## config.mk

```make
export PLATFORM = sky130hd
export DESIGN_NAME = tbp_ctrl
export DESIGN_NICKNAME = d
export VERILOG_FILES = /design/src/design/tbp_pkg.sv /design/src/design/tbp_ctrl.sv
export SDC_FILE = /design/constraint.sdc
export NUM_CORES = 1
export LEC_CHECK = 0
export BUFFER_PORTS_ARGS = -buffer_cell sky130_fd_sc_hd__buf_2
export CORE_AREA = 3 3 40 42
export DETAILED_ROUTE_END_ITERATION = 10
export DIE_AREA = 0 0 43 45
export GPL_ROUTABILITY_DRIVEN = 0
export PLACE_DENSITY = 0.3
export SLEW_MARGIN = 10
export SYNTH_ARGS = -nofsm -noshare
export SYNTH_HDL_FRONTEND = slang
export SYNTH_SLANG_ARGS = --single-unit
```

## constraint.sdc

```tcl
create_clock -name i_clk -period 2.1 [get_ports i_clk]
set_clock_uncertainty 0.1 [all_clocks]
set_input_delay 0 -clock i_clk [delete_from_list [all_inputs] [get_ports i_clk]]
set_output_delay 0 -clock i_clk [all_outputs]
set_load 0.02 [all_outputs]
```

## src/design/tbp_pkg.sv

```systemverilog
package tbp_pkg;

    // Fixed field widths of the request, the result and the registers.
    localparam int FLOW_W = 8;
    localparam int TIME_W = 32;
    localparam int CAP_W  = 16;
    localparam int RATE_W = 24;

    // Stream payload widths, padded to whole bytes.
    localparam int S_DATA_W = 40;
    localparam int M_DATA_W = 24;

    // Configuration port.
    localparam int CFG_IDX_W  = 1;
    localparam int CFG_DATA_W = RATE_W;

    localparam logic [CFG_IDX_W-1:0] CFG_CAPACITY = 1'd0;
    localparam logic [CFG_IDX_W-1:0] CFG_RATE     = 1'd1;

    localparam logic [CAP_W-1:0]  CAPACITY_RST = 16'd10;
    localparam logic [RATE_W-1:0] RATE_RST     = 24'd328;

    // Defaults of the top-level parameters.
    localparam int NUM_FLOWS_DEF = 256;
    localparam int FRAC_BITS_DEF = 16;

    // Controller states: accept, multiply, add, write back.
    typedef enum logic [1:0] {
        ST_IDLE,
        ST_MUL,
        ST_ADD,
        ST_WB
    } t_state;

    // Commands from the controller to the datapath.
    typedef struct packed {
        logic capture;
        logic mul;
        logic add;
        logic wb;
    } t_dp_cmd;

    // Status from the datapath to the controller.
    typedef struct packed {
        logic out_free;
    } t_dp_status;

endpackage

```

## src/design/tbp_ctrl.sv

```systemverilog
module tbp_ctrl
    import tbp_pkg::*;
(
    input  logic       i_clk,
    input  logic       i_rst_n,
    input  logic       i_s_valid,
    output logic       o_s_ready,
    input  t_dp_status i_status,
    output t_dp_cmd    o_cmd
);

    t_state r_state;
    t_state n_state;

    // State register.
    always_ff @(posedge i_clk) begin
        if (!i_rst_n) begin
            r_state <= ST_IDLE;
        end else begin
            r_state <= n_state;
        end
    end

    // Next state and commands. Write back waits until the output register is free.
    always_comb begin
        n_state       = r_state;
        o_s_ready     = 1'b0;
        o_cmd         = '0;
        case (r_state)
            ST_IDLE: begin
                o_s_ready = 1'b1;
                if (i_s_valid) begin
                    o_cmd.capture = 1'b1;
                    n_state       = ST_MUL;
                end
            end
            ST_MUL: begin
                o_cmd.mul = 1'b1;
                n_state   = ST_ADD;
            end
            ST_ADD: begin
                o_cmd.add = 1'b1;
                n_state   = ST_WB;
            end
            ST_WB: begin
                if (i_status.out_free) begin
                    o_cmd.wb = 1'b1;
                    n_state  = ST_IDLE;
                end
            end
            default: begin
                n_state = ST_IDLE;
            end
        endcase
    end

endmodule

```

==> flow_metrics.env <==
export IMPL_grt_overflow=0
export IMPL_vias=150
export IMPL_htreeDepth=1
export IMPL_yosysMostFrequentCell="ha_1"
export IMPL_synth_commonest_cells="ha_1 (4), inv_1 (3), dfxtp_1 (2), nand2_1 (2)"
export IMPL_p_leak_nw=0.136
export IMPL_tightest_slew_ns=0.117
export IMPL_grt_max_degree=5
export IMPL_fp_dieH_um=45
export IMPL_io_pin_count=9
export IMPL_synth_area_um2=171
export IMPL_final_nets=40
export IMPL_synth_distinct_cells=11
export IMPL_ys_top_cells_by_area="ha_1 (29%), dfxtp_1 (23%), nor2b_4 (8.0%)"
export IMPL_largest_reg_flops=2
export IMPL_rows=13
export IMPL_synth_edf_count=0
export IMPL_antenna_cells=0
export IMPL_critPathMaxFanout=4
export IMPL_yosys_area_top_type="ha_1"
export IMPL_wl_met3_um=42
export IMPL_syn_area_per_cell_um2=9.52
export IMPL_die_w_um=43
export IMPL_top_layer="met3"
export IMPL_dpl_cell_area_um2=230
export IMPL_drive_gt1_frac=0.467
export IMPL_holdCritPathClass="input port to flop"
export IMPL_clk_path_buf_depth=2
export IMPL_critPathKind="flop to primary output"
export IMPL_start_util=0.133
export IMPL_slew_headroom=0.920
export IMPL_multi_input_area_um2=120
export IMPL_cts_resized=0
export IMPL_finalCritPeriodShare=0.625
export IMPL_cellPowerDensity_nw_per_um2=1190
export IMPL_fillers=147
export IMPL_fin_setup_tns_ns=0
export IMPL_status="finished clean"
export IMPL_peakVddDrop_v=0.000294
export IMPL_seq_area_frac_synth=0.234
export IMPL_syn_to_final_growth_pct=53.3
export IMPL_core_area_um2=1280
export IMPL_grt_usage=0.0474
export IMPL_cts_clk_slew_worst_paths_ns=0.03
export IMPL_critPathRequiredTime_ns=2.00
export IMPL_reg_largest_list="r_state (2)"
export IMPL_post_route_util=0.204
export IMPL_syn_inst=18
export IMPL_cts_tree="yes"
export IMPL_period_minus_slack_ns=1.31
export IMPL_slew_viol_final=0
export IMPL_setup_violations=0
export IMPL_postCtsHoldBufs=1
export IMPL_synth_net_count=26
export IMPL_cts_root_buf="clkbuf_4"
export IMPL_hold_viol=0
export IMPL_die_area_um2=1940
export IMPL_grt_pass1_vias=137
export IMPL_wl_met2_um=165
export IMPL_cts_setup_buffers=0
export IMPL_first_pass_iters=1
export IMPL_viasPerCell=3.33
export IMPL_final_area_um2=263
export IMPL_met1_length_um=139
export IMPL_drtIter0Drc=0
export IMPL_regMostFlops="r_state"
export IMPL_clock_sinks=2
export IMPL_postSynth_asyncResetShare=0
export IMPL_antenna_found_initial=0
export IMPL_crit_path_end_kind="primary output"
export IMPL_postRouteAntennaNets=0
export IMPL_synth_flop_cell="dfxtp_1"
export IMPL_drcViolationCount=0
export IMPL_max_freq_ghz=0.762
export IMPL_drt_total_wl_um=348
export IMPL_worstSetupStartpointType="flop"
export IMPL_yosysWarnings=0
export IMPL_dp_hpwl_um=285
export IMPL_drv_cap=0
export IMPL_cp_slowest_stage_delay_ns=0.37
export IMPL_grt_pass1_wl_um=558
export IMPL_ys_ff_latch=2
export IMPL_rsz0062_at_grt="false"
export IMPL_port_buffers=8
export IMPL_path_cells="inv_1 -> ha_1 -> and2_1 -> buf_2"
export IMPL_whs_ns=0.0626
export IMPL_worstPathArrival_ns=1.21
export IMPL_seq_area_um2=40.0
export IMPL_netlist_area_leader_share=0.292
export IMPL_critPathSlowestCell="dfxtp_1"
export IMPL_insertion_delay_ns=0.22
export IMPL_cts_made_buffers=3
export IMPL_routedWlPerCell_um=7.73
cells in the final DEF, fill, tap and decap left out, types with 2 or more instances in the layout:
master    n
buf_2     8
nand2_1   2
clkbuf_4  3
ha_1      4
inv_1     3
dfxtp_1   2
through the flow:
step | setup slack [ns] | std cells | power [mW]
floorplan | 0.767 | 18 | 0.189
global placement | 0.777 | 41 | 0.233
detailed placement | 0.787 | 41 | 0.232
CTS | 0.762 | 45 | 0.326
global route | 0.722 | 45 | 0.347
finish | 0.787 | 45 | 0.312
worst max-delay path: cells and delay by family (launching register included):
| family | cells | cell delay [ns] |
|---|---|---|
| adders and majority gates | 1 | 0.24 |
| buffers and inverters | 2 | 0.23 |
| DFF | 1 | 0.37 |
| and+or+nand+nor | 1 | 0.14 |
per-layer routing:
metal  global-route usage  vias to the layer above
met5                    0                        -
met3               0.0398                        0
li1                     -                       82
met1               0.0408                       63
met2               0.0539                        5
met4               0.0723                        0
cells by family after synthesis:
group,Yosys count,synth area share
buffers and inverters,3,0.0657
DFF,2,0.234
AOI/OAI and AO/OA,3,0.146
adders and majority gates,4,0.292
and+or+nand+nor,5,0.204
muxes,1,0.0584
area by class of cell:
type / count / area share
Clock buffer: 3 / 0.0857
Inverter: 3 / 0.0429
Tap cell: 15 / 0.0714
Timing Repair Buffer: 9 / 0.190
Multi-Input combinational cell: 13 / 0.457
Sequential cell: 2 / 0.152
path summary, 6_finish.rpt:
| kind | cells past startpoint | startpoint | endpoint | slack [ns] |
|---|---|---|---|---|
| min | 4 | i_s_valid | r_state[1]$_SDFFE_PN0P_ | 0.06 |
| max reg2reg | 4 | r_state[0]$_SDFFE_PN0P_ | r_state[0]$_SDFFE_PN0P_ | 0.79 |
| max | 4 | r_state[0]$_SDFFE_PN0P_ | o_cmd[3] | 0.79 |
| min reg2reg | 2 | r_state[1]$_SDFFE_PN0P_ | r_state[1]$_SDFFE_PN0P_ | 0.40 |
report_power, final:
part	internal (mW)	switching (mW)	total, mW
Sequential	0.0525	0.0140	0.0665
Clock	0.0631	0.0225	0.0856
Combinational	0.0664	0.0938	0.160
Total	0.182	0.130	0.312
Power figures use the tool's default switching activity.
